===== src/rtl/msh_pkg.sv =====
package msh_pkg;

	// seed start values
	localparam logic [31:0] SEED_ONE_START = 32'h7FED7FED;
	localparam logic [31:0] SEED_TWO_START = 32'hEEEEEEEE;

	// crypt table geometry
	localparam int NUM_HASH_TYPES = 5;
	localparam int ROM_ROWS       = 5;
	localparam int ROM_COLS       = 256;
	localparam int ROM_DEPTH      = ROM_ROWS * ROM_COLS;
	localparam int ROW_W          = 3;
	localparam int COL_W          = $clog2(ROM_COLS);
	localparam int ROM_AW         = $clog2(ROM_DEPTH);

	// table generator: s' = (s * 125 + 3) mod 0x2AAAAB
	localparam int              LCG_W    = 22;
	localparam logic [LCG_W-1:0] LCG_SEED = 22'h100001;
	localparam logic [LCG_W-1:0] LCG_MOD  = 22'h2AAAAB;
	localparam int              LCG_MUL  = 125;
	localparam int              LCG_XW   = 29;
	localparam int              LCG_PW   = 30;
	// 3 * LCG_MOD = 2^23 + 1, so (3x) >> 23 is the quotient or one above it
	localparam int              LCG_QSH  = 23;

	typedef enum logic [1:0] {
		FS_HI,
		FS_LO,
		FS_DONE
	} fill_state_t;

	typedef struct packed {
		logic              we;
		logic [ROM_AW-1:0] addr;
		logic [31:0]       data;
	} fill_wr_t;

	typedef struct packed {
		logic step;
		logic reload;
	} seed_ctl_t;

	function automatic logic [LCG_W-1:0] lcg_next(input logic [LCG_W-1:0] s);
		logic [LCG_XW-1:0]  x;
		logic [LCG_XW+1:0]  x3;
		logic [7:0]         q;
		logic [LCG_PW-1:0]  p;
		logic [LCG_PW-1:0]  r;
		x  = LCG_XW'(s) * LCG_XW'(LCG_MUL) + LCG_XW'(3);
		x3 = (LCG_XW+2)'(x) * (LCG_XW+2)'(3);
		q  = 8'(x3 >> LCG_QSH);
		p  = LCG_PW'(q) * LCG_PW'(LCG_MOD);
		r  = LCG_PW'(x) - p;
		if (LCG_PW'(x) < p) begin
			r = r + LCG_PW'(LCG_MOD);
		end
		return r[LCG_W-1:0];
	endfunction

	function automatic logic [7:0] to_upper(input logic [7:0] c);
		logic [7:0] u;
		u = c;
		if (c inside {[8'h61:8'h7A]}) begin
			u = c - 8'h20;
		end
		return u;
	endfunction

endpackage


===== src/rtl/msh_seed.sv =====
module msh_seed (
	input  logic               clk,
	input  logic               arst_n,
	input  msh_pkg::seed_ctl_t ctl,
	input  logic [7:0]         char_up,
	input  logic [31:0]        word,
	output logic [31:0]        seed_one
);

	logic [31:0] seed_one_q;
	logic [31:0] seed_two_q;
	logic [31:0] one_nxt;
	logic [31:0] two_nxt;

	assign one_nxt  = word ^ (seed_one_q + seed_two_q);
	assign two_nxt  = 32'(char_up) + one_nxt + seed_two_q + (seed_two_q << 5) + 32'd3;
	assign seed_one = seed_one_q;

	always_ff @(posedge clk or negedge arst_n) begin
		if (!arst_n) begin
			seed_one_q <= msh_pkg::SEED_ONE_START;
			seed_two_q <= msh_pkg::SEED_TWO_START;
		end else if (ctl.reload) begin
			seed_one_q <= msh_pkg::SEED_ONE_START;
			seed_two_q <= msh_pkg::SEED_TWO_START;
		end else if (ctl.step) begin
			seed_one_q <= one_nxt;
			seed_two_q <= two_nxt;
		end
	end

endmodule


===== config.mk =====
export PLATFORM = sky130hd
export DESIGN_NAME = msh_seed
export DESIGN_NICKNAME = d
export VERILOG_FILES = /design/src/rtl/msh_pkg.sv /design/src/rtl/msh_seed.sv
export SDC_FILE = /design/constraint.sdc
export NUM_CORES = 1
export LEC_CHECK = 0
export ABC_AREA = 1
export BUFFER_PORTS_ARGS = -buffer_cell sky130_fd_sc_hd__buf_2
export CORE_ASPECT_RATIO = 0.75
export CORE_MARGIN = 8
export CORE_UTILIZATION = 62
export DETAILED_ROUTE_END_ITERATION = 8
export PLACE_DENSITY_LB_ADDON = 0.2
export SYNTH_ARGS = -nofsm -noshare
export SYNTH_HDL_FRONTEND = slang
export SYNTH_SLANG_ARGS = --single-unit
export TNS_END_PERCENT = 50

===== constraint.sdc =====
create_clock -name clk -period 4.6 [get_ports clk]
set_input_delay 0.92 -clock clk [delete_from_list [all_inputs] [get_ports clk]]
set_output_delay 0.92 -clock clk [all_outputs]
set_load 0.01 [all_outputs]

==> qor.yml <==
outcome: "complete, no violations"
finalMaxSlewViolations: 0
cp.depth: 20
syn-num-nets: 1265
yosysTopAreaCellShare_pct: 16.6
setup_viol: 0
endpoint_kind: "register"
root_buffer: "clkbuf_16"
timing.final.crit_share_pct: 97.9
avgSynthCellArea_um2: 7.21
hold_path.class: "register to register"
wl_um: 26700
nFillCells: 997
max_stage_delay_ns: 0.56
synthToLayoutAreaGrowth_pct: 19.7
start_kind: "register"
grt_max_degree: 43
rsz0062_at_grt: "yes"
cts_made_buffers: 9
ctsHoldBuffers: 0
yosysSeqAreaShare_pct: 21.1
clock-sinks: 64
worstSkewPairLatency_ns: 0.35
finalCriticalPeriod_ns: 4.50
dp_hpwl_um: 20900
clockBufferDepth: 2
die_w_um: 146
critPathBufInv: 5
crit_fanout: 4
htree_num_levels: 3
grt_pass1_wl_um: 40900
vias_per_cell: 5.89
clock_skew_ns: 0.0109
crit_family: "adder cells"
postSynth.asyncResetShare_pct: 100
fin_ws_ns: 0.0967
crit_required_ns: 4.88
synth_cell_types: 48
antenna_found_initial: 0
crit_type: "register to register"
r2r_cells: 20
hold_viol_final: 0
max_freq_mhz: 222
overflow: 0
max-slew-margin-rel_pct: 55.2
place_ws_ns: -0.0820
syn_inst: 1096
final_antenna_net_count: 0
wl_per_cell_um: 19.4
core_region_area_um2: 12300
cts_tree: "done"
antenna_cells: 0
synth_area_leader_cell: "dfstp_2"
vias: 8095
start_util_pct: 64.0
crit_arrival_ns: 4.78
synth_area_um2: 7900
first_pass_iters: 6
hold_depth: 2
place_congestion: 0.972
grt_pass1_vias: 7728
clkTransAtPathRegs_ns: 0.06
crit_chain: "ha_1 -> inv_1 -> fa_2 -> buf_4 -> o21a_1 -> xor2_1 -> fa_1 -> inv_1 -> fa_1 -> inv_1 -> ha_1 -> nand2_1 -> nor3_2 -> nor2_2 -> o21ai_4 -> nand3_1 -> nand3_1 -> nand2_1 -> o21ai_1 -> inv_1"
yosys-top-cells-area: "dfstp_2 17%, ha_1 14%, inv_1 9.4%"
ios: 76
ys_ff_latch: 64
drive_gt1_share_pct: 23.3
dieArea_um2: 16700
rows: 35
max_cap_violations: 0
die_h_um: 114
cp_common_cell: "inv_1"
synth_commonest_cells: "197 x inv_1, 197 x nand2_1, 100 x nor2_1, 97 x a21oi_1, 90 x ha_1"
grt_usage_pct: 31.1
finalInstanceArea_um2: 9460
synth_edf_count: 0
tns_ns: 0
numPortBuffers: 75
placed_cell_area_um2: 8680
ys.flop_type: "dfstp_2"
layout.nets: 1373
worstMarginPinSlew_ns: 0.673
cp_slowest_cell: "dfstp_2"
drc: 0
ys_warn_count: 0
initialDrtViolationCount: 793
final_util_pct: 76.6
cell usage in the layout (no fill, tap or decap), drive strengths merged, types with 35 or more instances in the layout:
cell type    n
xor2        42
fa          35
nand3       57
o21ai       58
nor2       103
ha          90
dfstp       50
nand2      208
buf        109
inv        201
a21oi      100
cell type report:
class | count | area [um2] | area share [%]
Multi-Input combinational cell | 820 | 5900 | 62.4
Sequential cell | 64 | 1660 | 17.6
Inverter | 200 | 751 | 7.94
Timing Repair Buffer | 109 | 631 | 6.67
Clock buffer | 9 | 225 | 2.38
Tap cell | 166 | 208 | 2.20
Clock inverter | 7 | 78.8 | 0.834
final timing paths:
kind / endpoint / start / slack (ns)
max: seed_two_q[30]$_DFFE_PN1P_ / seed_one[0]$_DFFE_PN1P_ / 0.1
max in group asynchronous: seed_one[23]$_DFFE_PN1P_ / arst_n / 2.97
min reg2reg: seed_one[30]$_DFFE_PN1P_ / seed_one[30]$_DFFE_PN1P_ / 0.52
min in group asynchronous: seed_two_q[8]$_DFFE_PN0P_ / arst_n / 0.61
min: seed_one[30]$_DFFE_PN1P_ / seed_one[30]$_DFFE_PN1P_ / 0.52
max reg2reg: seed_two_q[30]$_DFFE_PN1P_ / seed_one[0]$_DFFE_PN1P_ / 0.1
metrics by stage:
step	hold WS, ns	instances
detailed placement	0.508	1356
finish	0.523	1375
global route	0.537	1375
CTS	0.520	1373
floorplan	0.514	1096
global placement	0.497	1356
cells by family after synthesis:
| family | after synthesis | synth area share (%) |
|---|---|---|
| buf+inv | 212 | 10.1 |
| compound gates | 212 | 15.5 |
| simple gates | 416 | 22.8 |
| xor+xnor | 67 | 7.43 |
| fa+ha+maj | 125 | 23.1 |
| flops | 64 | 21.1 |
worst min-delay path, delay by kind of cell (launching register included):
| kind | cells | cell delay (ns) |
|---|---|---|
| compound gates | 1 | 0.05 |
| flops | 1 | 0.37 |
| simple gates | 1 | 0.10 |
flip-flops by register name, indices dropped and copies added (netlist names):
signal      cells
seed_one       32
seed_two_q     32
per-layer routing:
metal	share of wire, %	vias to the layer above	GRT usage [%]
met5	0	-	0
met3	13	59	9.38
met1	43	3776	44.6
met4	2.4	0	7.26
met2	42	488	44.8
li1	-	3772	-
timing repair:
action / CTS / global route
buffers inserted: 1 / 2
pin swaps: 1 / 12
resized for setup: 13 / 82
setup endpoints to repair: 8 / 23
Power is left out: the tool's default activity adds up to more than one toggle a clock period on the data nets, which glitch-free logic cannot reach.
