==> config.mk <==
export PLATFORM = sky130hd
export DESIGN_NAME = msh_fill
export DESIGN_NICKNAME = d
export VERILOG_FILES = /design/src/rtl/msh_pkg.sv /design/src/rtl/msh_fill.sv
export SDC_FILE = /design/constraint.sdc
export NUM_CORES = 1
export LEC_CHECK = 0
export BUFFER_PORTS_ARGS = -buffer_cell sky130_fd_sc_hd__buf_2
export CAP_MARGIN = 20
export CORE_ASPECT_RATIO = 1.2
export CORE_MARGIN = 2
export CORE_UTILIZATION = 35
export DETAILED_ROUTE_END_ITERATION = 12
export PLACE_DENSITY_LB_ADDON = 0.3
export SLEW_MARGIN = 20
export SYNTH_ARGS = -nofsm -noshare
export SYNTH_HDL_FRONTEND = slang
export SYNTH_SLANG_ARGS = --single-unit
==> constraint.sdc <==
create_clock -name clk -period 13.4 [get_ports clk]
set_clock_uncertainty 0.2 [all_clocks]
set_input_delay 0.67 -clock clk [delete_from_list [all_inputs] [get_ports clk]]
set_output_delay 0.67 -clock clk [all_outputs]
set_load 0.05 [all_outputs]
==> src/rtl/msh_pkg.sv <==
package msh_pkg;

	// seed start values
	localparam logic [31:0] SEED_ONE_START = 32'h7FED7FED;
	localparam logic [31:0] SEED_TWO_START = 32'hEEEEEEEE;

	// crypt table geometry
	localparam int NUM_HASH_TYPES = 5;
	localparam int ROM_ROWS       = 5;
	localparam int ROM_COLS       = 256;
	localparam int ROM_DEPTH      = ROM_ROWS * ROM_COLS;
	localparam int ROW_W          = 3;
	localparam int COL_W          = $clog2(ROM_COLS);
	localparam int ROM_AW         = $clog2(ROM_DEPTH);

	// table generator: s' = (s * 125 + 3) mod 0x2AAAAB
	localparam int              LCG_W    = 22;
	localparam logic [LCG_W-1:0] LCG_SEED = 22'h100001;
	localparam logic [LCG_W-1:0] LCG_MOD  = 22'h2AAAAB;
	localparam int              LCG_MUL  = 125;
	localparam int              LCG_XW   = 29;
	localparam int              LCG_PW   = 30;
	// 3 * LCG_MOD = 2^23 + 1, so (3x) >> 23 is the quotient or one above it
	localparam int              LCG_QSH  = 23;

	typedef enum logic [1:0] {
		FS_HI,
		FS_LO,
		FS_DONE
	} fill_state_t;

	typedef struct packed {
		logic              we;
		logic [ROM_AW-1:0] addr;
		logic [31:0]       data;
	} fill_wr_t;

	typedef struct packed {
		logic step;
		logic reload;
	} seed_ctl_t;

	function automatic logic [LCG_W-1:0] lcg_next(input logic [LCG_W-1:0] s);
		logic [LCG_XW-1:0]  x;
		logic [LCG_XW+1:0]  x3;
		logic [7:0]         q;
		logic [LCG_PW-1:0]  p;
		logic [LCG_PW-1:0]  r;
		x  = LCG_XW'(s) * LCG_XW'(LCG_MUL) + LCG_XW'(3);
		x3 = (LCG_XW+2)'(x) * (LCG_XW+2)'(3);
		q  = 8'(x3 >> LCG_QSH);
		p  = LCG_PW'(q) * LCG_PW'(LCG_MOD);
		r  = LCG_PW'(x) - p;
		if (LCG_PW'(x) < p) begin
			r = r + LCG_PW'(LCG_MOD);
		end
		return r[LCG_W-1:0];
	endfunction

	function automatic logic [7:0] to_upper(input logic [7:0] c);
		logic [7:0] u;
		u = c;
		if (c inside {[8'h61:8'h7A]}) begin
			u = c - 8'h20;
		end
		return u;
	endfunction

endpackage

==> src/rtl/msh_fill.sv <==
module msh_fill (
	input  logic              clk,
	input  logic              arst_n,
	output msh_pkg::fill_wr_t wr,
	output logic              busy
);

	msh_pkg::fill_state_t state_q, state_d;

	logic [msh_pkg::LCG_W-1:0] lcg_q;
	logic [msh_pkg::LCG_W-1:0] lcg_nxt;
	logic [15:0]               hi_q;
	logic [msh_pkg::ROW_W-1:0] row_q;
	logic [msh_pkg::COL_W-1:0] col_q;
	logic                      last;

	assign lcg_nxt = msh_pkg::lcg_next(lcg_q);
	assign last    = (row_q == msh_pkg::ROW_W'(msh_pkg::ROM_ROWS - 1)) &&
	                 (col_q == msh_pkg::COL_W'(msh_pkg::ROM_COLS - 1));

	// next state
	always_comb begin
		state_d = state_q;
		case (state_q)
			msh_pkg::FS_HI:   state_d = msh_pkg::FS_LO;
			msh_pkg::FS_LO:   state_d = last ? msh_pkg::FS_DONE : msh_pkg::FS_HI;
			msh_pkg::FS_DONE: state_d = msh_pkg::FS_DONE;
			default:          state_d = msh_pkg::FS_DONE;
		endcase
	end

	// outputs
	always_comb begin
		wr.we   = 1'b0;
		wr.addr = msh_pkg::ROM_AW'({row_q, col_q});
		wr.data = {hi_q, lcg_nxt[15:0]};
		busy    = 1'b1;
		case (state_q)
			msh_pkg::FS_HI:   wr.we = 1'b0;
			msh_pkg::FS_LO:   wr.we = 1'b1;
			msh_pkg::FS_DONE: busy  = 1'b0;
			default:          busy  = 1'b0;
		endcase
	end

	always_ff @(posedge clk or negedge arst_n) begin
		if (!arst_n) begin
			state_q <= msh_pkg::FS_HI;
			lcg_q   <= msh_pkg::LCG_SEED;
			row_q   <= '0;
			col_q   <= '0;
		end else begin
			state_q <= state_d;
			if (state_q != msh_pkg::FS_DONE) begin
				lcg_q <= lcg_nxt;
			end
			// rows inner, columns outer
			if (state_q == msh_pkg::FS_LO) begin
				if (row_q == msh_pkg::ROW_W'(msh_pkg::ROM_ROWS - 1)) begin
					row_q <= '0;
					col_q <= col_q + 1'b1;
				end else begin
					row_q <= row_q + 1'b1;
				end
			end
		end
	end

	always_ff @(posedge clk) begin
		if (state_q == msh_pkg::FS_HI) begin
			hi_q <= lcg_nxt[15:0];
		end
	end

endmodule

==> results of run 1 <==
-- sequential cells by signal, summed over array words and instances (netlist names) --
register,cells
col_q,8
row_q,3
hi_q,16
state_q,2
lcg_q,22
-- metal layers --
metal / track usage, % / share of wire (%) / up-vias
met5: 0 / 0 / -
met4: 4.483 / 2.3 / 0
met3: 0.8838 / 1.9 / 36
met2: 35.47 / 52 / 145
met1: 23.52 / 44 / 4831
li1: - / - / 4969
-- power by group --
part | internal, W | switching (W)
clock | 0.0000883 | 0.0000615
sequential | 0.000160 | 0
combinational | 0.000000105 | 0.00000225
total | 0.000248 | 0.0000637
-- cells in the final DEF (no fill, tap or decap), drive strengths merged, types with 6 or more instances in the layout --
cell      n
inv     179
nor2b    13
a311oi    7
or3      12
nand2b   19
a21o     34
nand3b    8
xor2     34
dfrtp    33
o21a     11
edfxtp   16
nand4    16
a211oi   11
nor3     27
buf     378
nor2     57
xnor2    49
o21ai    51
ha      177
a21oi    82
nand2    73
or2       9
a31oi    11
o22ai     7
and3     15
fa       97
and2      7
nand3    25
and4      6
o211ai   11
o31ai    12
-- final timing paths --
check / startpoint / endpoint / slack [ns]
worst max-delay path: lcg_q[0] / wr[1] / -0.24
worst min-delay path: arst_n / lcg_q[14] / 0.29
worst max register to register: lcg_q[0] / lcg_q[1] / 0.43
worst min register to register: col_q[7] / col_q[7] / 0.30
max in group asynchronous: arst_n / lcg_q[4] / 12.14
min in group clk: col_q[7] / col_q[7] / 0.30
-- timing repair --
item	4_1_cts	5_1_grt
setup buffers	44	10
setup endpoints to repair	53	19
pin swaps	133	48
gates resized for setup	190	51
gates cloned	1	0
-- cell families (layout without fill, tap and decap cells) --
| logic type | Yosys count | count (layout) | share of synthesized area (%) |
|---|---|---|---|
| simple gates | 298 | 298 | 14.14 |
| compound gates | 291 | 292 | 18.25 |
| fa+ha+maj | 274 | 274 | 38.50 |
| buf+inv | 223 | 567 | 8.576 |
| xor+xnor | 85 | 85 | 7.162 |
| flops | 51 | 51 | 12.59 |
| mux | 8 | 8 | 0.7880 |
-- critical path, delay by kind of cell, from the launching register on --
kind	cells	cell delay, ns
AO/OA/AOI/OAI	26	5.14
XOR/XNOR	2	0.34
adder cells (fa/ha/maj)	12	4.59
buffers and inverters	8	0.94
flip-flops	1	0.56
multiplexers	1	0.26
AND/OR/NAND/NOR	6	0.63
-- layout make-up --
| class | count | area (sq um) | area share (%) |
|---|---|---|---|
| clock buffers | 5 | 125.1 | 0.8266 |
| clock inverters | 3 | 43.79 | 0.2893 |
| inverters | 181 | 686.9 | 4.538 |
| multi-input cells | 957 | 9523 | 62.92 |
| flip-flops and latches | 51 | 1359 | 8.977 |
| well taps | 396 | 495.5 | 3.274 |
| repair buffers | 378 | 2903 | 19.18 |
-- stage by stage --
step	utilization, %	setup WS [ns]	std cells
2_1_floorplan	-	0.1507	1230
3_3_place_gp	44.00	-0.7874	1908
3_5_place_dp	44.00	-0.9995	1908
4_1_cts	48.67	-0.01029	1961
5_1_grt	49.80	-0.6494	1971
6_report	49.80	-0.2359	1971
==> flow_summary.rst, run 1 <==
.. list-table::
   :header-rows: 1

   * - Metric
     - Value
   * - Final-layout setup total negative slack
     - -2.839 ns
   * - First-pass iteration count of the detailed router
     - 5
   * - Port Buffers
     - 46
   * - Effective utilization at floorplan
     - a little over a third
   * - Final ANT Viol Nets
     - 0
   * - H-tree depth
     - 2
   * - Global Route Usage Sum
     - 18.89%
   * - Num CTS Buffers
     - 5
   * - EDFF count, synth
     - 16
   * - Final antenna diode count
     - 0
   * - Post-Place Cell Area
     - approximately 13000 sq um
   * - Average footprint of a synthesized cell
     - just under 9 sq um
   * - Standby leakage power
     - roughly 7.3 nW
   * - Clock tree root buffer cell
     - sky130_fd_sc_hd__clkbuf_16
   * - Worst setup EP type
     - output port
   * - Clock network latency to the later pin of the worst-skew pair
     - ~0.3 ns
   * - Remaining Overflow, GRT
     - 0
   * - Failing checks
     - negative setup slack
   * - Maxcap violations
     - 0
   * - Share of the clock period used by the worst path after layout
     - 101.8%
   * - Core area
     - between 30000 and 40000 sq um
   * - TritonCTS clock tree
     - yes
   * - Maximum buffer depth of the clock tree
     - 2
   * - Total nets after synthesis
     - about 1500
   * - Pwr Density
     - roughly 21 nW/um^2
   * - Worst hold path class
     - primary input to asynchronous set/reset pin
   * - Worst slack on hold paths
     - 0.2930 ns
   * - Number of global-route vias before repair
     - 10408
   * - Sequential-to-total area share from yosys stat
     - 12.59%
   * - Average wire per cell in the routed design
     - ~15 um
   * - Largest net degree at the start of global routing
     - 36
   * - WL final
     - roughly 30 mm
   * - Flip-flop and latch count after synthesis
     - between 50 and 60
   * - Count of clock tree sinks
     - just over 50
   * - Syn-to-layout area delta
     - 40.19%
   * - Run status
     - finished with violations
   * - Net count of the finished layout
     - about 1900
   * - Final weighted congestion of routability-driven global placement
     - around 0.81
   * - Detailed router's first-iteration violation count
     - a little over 400
   * - Slowest stage delay, CP
     - 0.56 ns
   * - Max Fclk
     - approximately 73 MHz
   * - Post-route minimum period
     - 13.64 ns
   * - DR vias
     - between 9000 and 10000
   * - Crit path launch type
     - register
   * - Area fraction of the dominant cell type after synthesis
     - about a fifth
   * - Proportion of layout cells with a drive suffix above 1
     - between 30% and 40%
   * - Largest fanout on the critical path
     - 7
   * - Cell with the biggest individual delay on the critical path
     - sky130_fd_sc_hd__dfstp_2
   * - Most common cell in the synthesized netlist
     - sky130_fd_sc_hd__inv_1
   * - Worst relative slew slack
     - 39.23%
   * - Post-cts hold buffer count
     - 0
   * - Cell taking the most area after synthesis
     - sky130_fd_sc_hd__ha_1
   * - Die area
     - 32270 sq um
   * - Vias per Instance
     - a little over 5
   * - Number of cells traversed by the worst register-to-register path
     - 57
   * - Main flop type after synthesis
     - sky130_fd_sc_hd__dfrtp_1
   * - Critical Path RT
     - 12.53 ns
   * - Total Power Consumption
     - approximately 0.00031 W
   * - Startpoint-to-endpoint class of the critical path
     - register to output port
   * - Count of synthesis-stage warnings from yosys
     - 0
   * - Worst Slack Setup Final
     - -0.2359 ns
   * - Drt drc
     - 0
   * - Async set-reset flop share out of synthesis
     - 68.63%
   * - CTS clk-pin slew, worst paths
     - 0.07 ns
   * - Crit path DAT
     - 12.77 ns
   * - Finish-stage setup viols
     - 16
   * - Setup repair after global routing missed its margin
     - yes
   * - Worst IR Drop VDD
     - 63.74 uV
   * - Transition time at the pin with the least slew margin
     - approximately 0.91 ns
   * - Max Transition Viols Final
     - 0
   * - Post-Syn Instances
     - roughly 1200
   * - Final hold violation count
     - 0
   * - Post-detailed-placement half-perimeter wirelength
     - between 20 and 25 mm
   * - Overall die height
     - 196.4 um
   * - Ports
     - 47
   * - Number of antenna violations at the first check in global routing
     - 0
   * - First-pass GRT wire length
     - 49.91 mm
   * - Total standard cell area after synthesis
     - roughly 11000 sq um
   * - Largest cells by area after synthesis
     - sky130_fd_sc_hd__ha_1 21%, sky130_fd_sc_hd__fa_1 18%, sky130_fd_sc_hd__dfrtp_1 7.6%
   * - Area of all placed cells without fillers
     - roughly 15000 sq um
   * - Number of placement rows
     - 70
   * - Die outline width
     - roughly 160 um
   * - Most frequent cells after synthesis
     - 180 x sky130_fd_sc_hd__inv_1, 177 x sky130_fd_sc_hd__ha_1, 97 x sky130_fd_sc_hd__fa_1, 82 x sky130_fd_sc_hd__a21oi_1, 72 x sky130_fd_sc_hd__nand2_1
   * - Distinct cell type count after synthesis
     - 77
   * - Filler Cell Count
     - 2766
Power figures use the tool's default switching activity.
==> run 2: changes to the inputs <==
--- a/config.mk
+++ b/config.mk
@@ -7,7 +7,6 @@
 export LEC_CHECK = 0
 export BUFFER_PORTS_ARGS = -buffer_cell sky130_fd_sc_hd__buf_2
 export CAP_MARGIN = 20
-export CORE_ASPECT_RATIO = 1.2
 export CORE_MARGIN = 2
 export CORE_UTILIZATION = 35
 export DETAILED_ROUTE_END_ITERATION = 12
==> flow_summary.rst, run 2 (synthesis gave the netlist of run 1 again) <==
.. list-table::
   :header-rows: 1

   * - Metric
     - Value
   * - Proportion of layout cells with a drive suffix above 1
     - 27.89% (-8.5 points)
   * - Share of total power consumed by net switching
     - 22.07% (+1.6 points)
   * - Met2 global-route usage
     - 27.89% (-7.6 points)
   * - Post-cts hold buffer count
     - 0 (unchanged)
   * - Post-route minimum period
     - 13.48 ns (-0.1603 ns)
   * - NetSw
     - 0.00006511 W (+2.1%)
   * - Cell Count Post-Placement
     - 1780 (-6.7%)
   * - Ports
     - 47 (unchanged)
   * - Reg power frac
     - 54.1% (+2.9 points)
   * - Remaining Overflow, GRT
     - 0 (unchanged)
   * - Setup slack at placement
     - -0.3407 ns (+0.6587 ns)
   * - Max Transition Viols Final
     - 0 (unchanged)
   * - R2r endpoint
     - lcg_q[16]
   * - Maxcap violations
     - 0 (unchanged)
   * - Num CTS Buffers
     - 5 (unchanged)
   * - Most heavily used metal layer in global routing
     - met2
   * - Critical Path RT
     - 12.53 ns (about the same)
   * - Share of total power in the clock network
     - 45.1% (-2.9 points)
   * - Final antenna diode count
     - 0 (unchanged)
   * - Number of global-route vias before repair
     - 9235 (-11%)
   * - Drt drc
     - 0 (unchanged)
   * - First-pass iteration count of the detailed router
     - 4 (-1)
   * - Final weighted congestion of routability-driven global placement
     - 0.8583 (+5.5%)
   * - Final ANT Viol Nets
     - 0 (unchanged)
   * - Worst setup EP type
     - output port
   * - Die area
     - 32270 sq um (about the same)
   * - Run status
     - finished with violations
   * - Max FFs per register
     - 22 (unchanged)
   * - GRT met1 Usage
     - 24.10% (+0.58 points)
   * - Worst slack on hold paths
     - 0.2690 ns (-0.02397 ns)
   * - Register-to-register setup slack
     - 0.58 ns (+0.15 ns)
   * - End point of the critical path
     - wr[7]
   * - Port Buffers
     - 46 (unchanged)
   * - Final hold violation count
     - 0 (unchanged)
   * - H-tree depth
     - 2 (unchanged)
   * - Effective utilization at floorplan
     - 35.39% (-0.14 points)
   * - Cell with the biggest individual delay on the critical path
     - sky130_fd_sc_hd__fa_1
   * - DR vias
     - 9415 (-5.7%)
   * - Number of cells traversed by the worst register-to-register path
     - 59 (+3.5%)
   * - First-pass GRT wire length
     - 45.52 mm (-8.8%)
   * - Overall die height
     - 179.6 um (-8.5%)
   * - Pwr Density
     - 21.58 nW/um^2 (+4.7%)
   * - Worst IR Drop VDD
     - 39.39 uV (-38%)
   * - Origin of the worst setup path
     - lcg_q[3]
   * - Slowest stage delay, CP
     - 0.57 ns (about the same)
   * - Logic pwr share
     - 0.8% (about the same)
   * - Count of placed standard cells in the final layout, fillers left out
     - 1816 (-7.9%)
   * - Share of the clock period used by the worst path after layout
     - 100.6% (-1.2 points)
   * - Total Power Consumption
     - 0.0002950 W (-5.4%)
   * - Worst reg2reg path startpoint
     - lcg_q[3]
   * - Number of antenna violations at the first check in global routing
     - 0 (unchanged)
   * - Filler Cell Count
     - 2948 (+6.6%)
   * - Post-detailed-placement half-perimeter wirelength
     - 22.49 mm (-7.0%)
   * - Crit path DAT
     - 12.61 ns (-0.16 ns)
   * - Crit path launch type
     - register
   * - CTS clk-pin slew, worst paths
     - 0.08 ns (about the same)
   * - TritonCTS clock tree
     - yes
   * - WL final
     - 27.80 mm (-8.0%)
   * - Max Fclk
     - 74.21 MHz (+1.2%)
   * - Top flop regs
     - lcg_q: 22 flops, hi_q: 16 flops, col_q: 8 flops
   * - Syn-to-layout area delta
     - 26.61%
   * - Worst Slack Setup Final
     - -0.07563 ns (+0.1603 ns)
   * - Average wire per cell in the routed design
     - 15.31 um (about the same)
   * - Failing checks
     - negative setup slack
   * - Largest fanout on the critical path
     - 8 (+1)
   * - Global Route Usage Sum
     - 16.86% (-2.0 points)
   * - Die outline width
     - 179.6 um (+9.3%)
   * - Standby leakage power
     - 6.450 nW (-11%)
   * - Top reg by flops
     - lcg_q
   * - Internal power consumption
     - 0.0002298 W (-7.4%)
   * - Finish-stage setup viols
     - 11 (-5)
   * - Clock tree root buffer cell
     - sky130_fd_sc_hd__clkbuf_16
   * - Leading cell types in the layout, fill and taps excluded
     - 168 x sky130_fd_sc_hd__buf_4, 158 x sky130_fd_sc_hd__ha_1, 157 x sky130_fd_sc_hd__inv_1
   * - Clock network latency to the later pin of the worst-skew pair
     - 0.30 ns (about the same)
   * - Largest net degree at the start of global routing
     - 36 (unchanged)
   * - Net count of the finished layout
     - 1695 (-8.4%)
   * - Leading cell type in the layout, fill and taps excluded
     - sky130_fd_sc_hd__buf_4
   * - Transition time at the pin with the least slew margin
     - 0.8787 ns (-0.02981 ns)
   * - Maximum buffer depth of the clock tree
     - 2 (unchanged)
   * - Setup repair after global routing missed its margin
     - yes
   * - Detailed router's first-iteration violation count
     - 411 (-0.48%)
   * - Worst relative slew slack
     - 40.68% (+1.4 points)
   * - Startpoint-to-endpoint class of the critical path
     - register to output port
   * - Crit path top cell by count
     - sky130_fd_sc_hd__fa_1
   * - Post-route core utilization
     - 44.80% (-5.0 points)
   * - Met3 Resource Use GR
     - 1.519% (+0.64 points)
   * - Count of clock tree sinks
     - 51 (unchanged)
   * - Core area
     - 30510 sq um (+0.39%)
   * - Worst hold path class
     - primary input to asynchronous set/reset pin
   * - Vias per Instance
     - 5.184 (+2.4%)
   * - Number of placement rows
     - 64 (-8.6%)
-- run 2: per-layer routing --
metal | part of all wire (%) | vias up | wire [um]
li1 | - | 4654 | -
met1 | 49 | 4593 | 13660
met2 | 47 | 142 | 12940
met3 | 2.9 | 26 | 800
met4 | 1.4 | 0 | 398
met5 | 0 | - | 0
-- run 2: area by class of cell --
cell class | count | area, sq um | share of cell area (%)
Clock buffer | 5 | 125.1 | 0.9153
Multi-Input combinational cell | 956 | 9228 | 67.51
Sequential cell | 51 | 1359 | 9.940
Inverter | 181 | 679.4 | 4.970
Timing Repair Buffer | 224 | 1758 | 12.86
Clock inverter | 3 | 25.02 | 0.1831
Tap cell | 396 | 495.5 | 3.625
-- run 2: how the worst min path moves through the flow --
stage,cells past startpoint,to,slack [ns],startpoint
floorplan,0,col_q[0],0.17,arst_n
global placement,1,col_q[7],0.29,col_q[7]
detailed placement,1,col_q[7],0.29,col_q[7]
CTS,1,col_q[7],0.30,col_q[7]
global route,1,col_q[4],0.33,col_q[4]
finish,1,col_q[5],0.27,arst_n
-- run 2: stage by stage --
stage,setup TNS [ns],cell area (sq um)
4_1_cts,-3.667,12990
5_1_grt,-9.557,13670
6_report,-0.3652,13670
2_1_floorplan,0,10800
3_5_place_dp,-4.906,12420
3_3_place_gp,-1.801,12420
-- run 2: what timing repair did --
item,4_1_cts,5_1_grt
endpoints found under the setup margin,17,46
buffers inserted,14,21
cloned,2,0
pin swaps,25,90
endpoints found under the hold margin,0,0
gates resized for setup,78,127
-- run 2: critical path, delay by kind of cell, from the launching register on --
family | cells | cell delay, ns
AO/OA/AOI/OAI | 22 | 4.01
XOR/XNOR | 2 | 0.30
AND/OR/NAND/NOR | 9 | 1.07
flip-flops | 1 | 0.37
adder cells (fa/ha/maj) | 12 | 4.86
buffers and inverters | 14 | 1.68
-- run 2: power groups by stage --
stage / registers (W) / clock network [W] / logic, W
after detailed placement: 0.000163 / 0 / 0.00000255
after CTS: 0.000160 / 0.000136 / 0.00000255
after floorplan: 0.000163 / 0 / 0.00000000473
after global placement: 0.000163 / 0 / 0.00000248
after global routing: 0.000160 / 0.000142 / 0.00000277
final: 0.000160 / 0.000133 / 0.00000227
==> run 3: changes to the inputs <==
==> constraint.sdc (replaced) <==
create_clock -name clk -period 16.9 [get_ports clk]
set_clock_uncertainty 0.2 [all_clocks]
set_input_delay 0.845 -clock clk [delete_from_list [all_inputs] [get_ports clk]]
set_output_delay 0.845 -clock clk [all_outputs]
set_load 0.05 [all_outputs]
==> flow_summary.rst, run 3 (synthesis gave the netlist of run 1 again) <==
.. list-table::
   :header-rows: 1

   * - Metric
     - Value
   * - Register-to-register setup slack
     - 2.36 ns (+1.78 ns)
   * - R2r endpoint
     - hi_q[9]
   * - Drt drc
     - 0 (unchanged)
   * - H-tree depth
     - 2 (unchanged)
   * - Setup repair after global routing missed its margin
     - no
   * - Max Fclk
     - between 60 and 70 MHz
   * - Standby leakage power
     - 5.450 nW (-15%)
   * - Final ANT Viol Nets
     - 0 (unchanged)
   * - Number of cells traversed by the worst register-to-register path
     - 54 (-8.5%)
   * - Overall die height
     - 179.6 um (unchanged)
   * - Maxcap violations
     - 0 (unchanged)
   * - Number of antenna violations at the first check in global routing
     - 0 (unchanged)
   * - First-pass GRT wire length
     - 42.37 mm (-6.9%)
   * - Final hold violation count
     - 0 (unchanged)
   * - Final weighted congestion of routability-driven global placement
     - 0.8125 (-5.3%)
   * - DR vias
     - 8537 (-9.3%)
   * - Largest fanout on the critical path
     - 32 (+24)
   * - Clock network latency to the later pin of the worst-skew pair
     - 0.30 ns (about the same)
   * - Number of placement rows
     - 64 (unchanged)
   * - Transition time at the pin with the least slew margin
     - 1.164 ns (+0.2857 ns)
   * - First-pass iteration count of the detailed router
     - 5 (+1)
   * - Cell with the biggest individual delay on the critical path
     - sky130_fd_sc_hd__fa_1
   * - Worst hold path class
     - register to register
   * - Die area
     - 32270 sq um (unchanged)
   * - Post-route core utilization
     - 37.75% (-7.1 points)
   * - Final-layout setup total negative slack
     - 0 ns (+0.3652 ns)
   * - Finish-stage setup viols
     - 0 (-11)
   * - Worst Hold Launch
     - col_q[7]
   * - Critical Path RT
     - 15.85 ns (+3.32 ns)
   * - Worst relative slew slack
     - 21.77% (-19 points)
   * - Number of global-route vias before repair
     - 8515 (-7.8%)
   * - Share of the clock period used by the worst path after layout
     - between 90 and 100%
   * - Largest net degree at the start of global routing
     - 36 (unchanged)
   * - Number of gates given a new drive strength after cts
     - 0 (-100%)
   * - Detailed router's first-iteration violation count
     - 449 (+9.2%)
   * - Remaining Overflow, GRT
     - 0 (unchanged)
   * - Maximum buffer depth of the clock tree
     - 2 (unchanged)
   * - Min-Delay Path Depth
     - 1
   * - Max Transition Viols Final
     - 0 (unchanged)
   * - Crit path launch type
     - register
   * - Global Route Usage Sum
     - 15.68% (-1.2 points)
   * - CTS clk-pin slew, worst paths
     - 0.07 ns (about the same)
   * - Count of clock tree sinks
     - 51 (unchanged)
   * - TritonCTS clock tree
     - yes
   * - Num CTS Buffers
     - 5 (unchanged)
   * - Worst IR Drop VDD
     - 49.21 uV (+25%)
   * - Proportion of layout cells with a drive suffix above 1
     - 7.760% (-20 points)
   * - Slowest stage delay, CP
     - 0.59 ns (+0.02 ns)
   * - Leading cell types in the layout, fill and taps excluded
     - 180 x sky130_fd_sc_hd__inv_1, 177 x sky130_fd_sc_hd__ha_1, 97 x sky130_fd_sc_hd__fa_1
   * - Top flop regs
     - lcg_q: 22 flops, hi_q: 16 flops, col_q: 8 flops
   * - Top reg by flops
     - lcg_q
   * - Hold EP
     - col_q[7]
   * - WL final
     - 25.14 mm (-9.6%)
   * - Effective utilization at floorplan
     - 35.39% (unchanged)
   * - Leading cell type in the layout, fill and taps excluded
     - sky130_fd_sc_hd__inv_1
   * - Syn-to-layout area delta
     - 6.675%
   * - Post-route minimum period
     - between 15 and 20 ns
   * - Core area
     - 30510 sq um (unchanged)
   * - Clock tree root buffer cell
     - sky130_fd_sc_hd__clkbuf_16
   * - Die outline width
     - 179.6 um (unchanged)
   * - Crit path DAT
     - 14.69 ns (+2.08 ns)
   * - Run status
     - finished, final reports clean
   * - Worst reg2reg path startpoint
     - lcg_q[1]
   * - Pwr Density
     - 21.45 nW/um^2 (-0.60%)
   * - Worst setup EP type
     - output port
   * - Vias per Instance
     - 5.183 (about the same)
   * - Startpoint-to-endpoint class of the critical path
     - register to output port
   * - Max FFs per register
     - 22 (unchanged)
   * - Port Buffers
     - 46 (unchanged)
   * - Net count of the finished layout
     - 1525 (-10%)
   * - Average wire per cell in the routed design
     - 15.26 um (-0.29%)
   * - Ports
     - 47 (unchanged)
   * - Post-detailed-placement half-perimeter wirelength
     - 21.45 mm (-4.6%)
==> run 3: cell types whose count changed in the layout (fill, tap and decap cells not counted), sizes merged <==
| cell | before | now |
|---|---|---|
| clkinvlp | 1 | 0 |
| bufinv | 0 | 1 |
| diode | 0 | 1 |
| buf | 224 | 54 |
==> run 3: worst max-delay path by stage <==
stage              from  endpoint  slack (ns)  cells after the start
2_1_floorplan  lcg_q[1]     wr[9]        3.48                     56
3_3_place_gp   lcg_q[1]    wr[14]        1.25                     55
3_5_place_dp   lcg_q[1]    wr[12]        1.32                     55
4_1_cts        lcg_q[1]    wr[12]        0.92                     55
5_1_grt        lcg_q[1]    wr[14]        0.18                     55
6_report       lcg_q[1]    wr[12]        1.17                     55
==> run 3: final cells by class <==
cell class | instances | area (sq um)
Antenna cell | 1 | 2.502
Clock buffer | 5 | 125.1
Clock inverter | 3 | 43.79
Fill cell | 3092 | 18990
Inverter | 181 | 679.4
Multi-Input combinational cell | 956 | 8522
Sequential cell | 51 | 1359
Tap cell | 396 | 495.5
Timing Repair Buffer | 54 | 290.3
==> run 3: critical path, delay by kind of cell (launching register included) <==
kind / cells / cell delay [ns]
AOI/OAI and AO/OA: 27 / 6.02
adders and majority gates: 12 / 5.19
buffers and inverters: 6 / 1.05
and+or+nand+nor: 7 / 0.96
xor gates and xnor gates: 3 / 0.64
DFF: 1 / 0.47
==> run 3: per-stage QoR <==
step                std cells   power, W  instance area [sq um]  setup slack [ns]  hold WS (ns)
CTS                      1643  0.0002491                  11490            0.9239        0.2956
global placement         1635  0.0001311                  11320             1.246        0.2865
finish                   1647  0.0002470                  11520             1.165        0.2977
floorplan                1230  0.0001292                  10800             3.476        0.3025
detailed placement       1635  0.0001311                  11320             1.317        0.2853
global route             1646  0.0002530                  11510            0.1847        0.3211
==> run 3: report_power, final <==
group / internal, W / switching [W]
Combinational: 0.0000000835 / 0.00000171
Sequential: 0.000127 / 0
Clock: 0.0000700 / 0.0000486
==> run 3: per-layer routing <==
metal | share of wire [%] | global-route usage [%] | vias up
met4 | 0.97 | 2.667 | 0
met5 | 0 | 0 | -
met1 | 51 | 22.53 | 4079
met3 | 3.2 | 1.175 | 15
li1 | - | - | 4316
met2 | 45 | 26.16 | 127
==> run 3: timing repair <==
action | CTS | global route
endpoints found under the setup margin | 0 | 10
hold buffers | 0 | 0
buffers inserted | 0 | 3
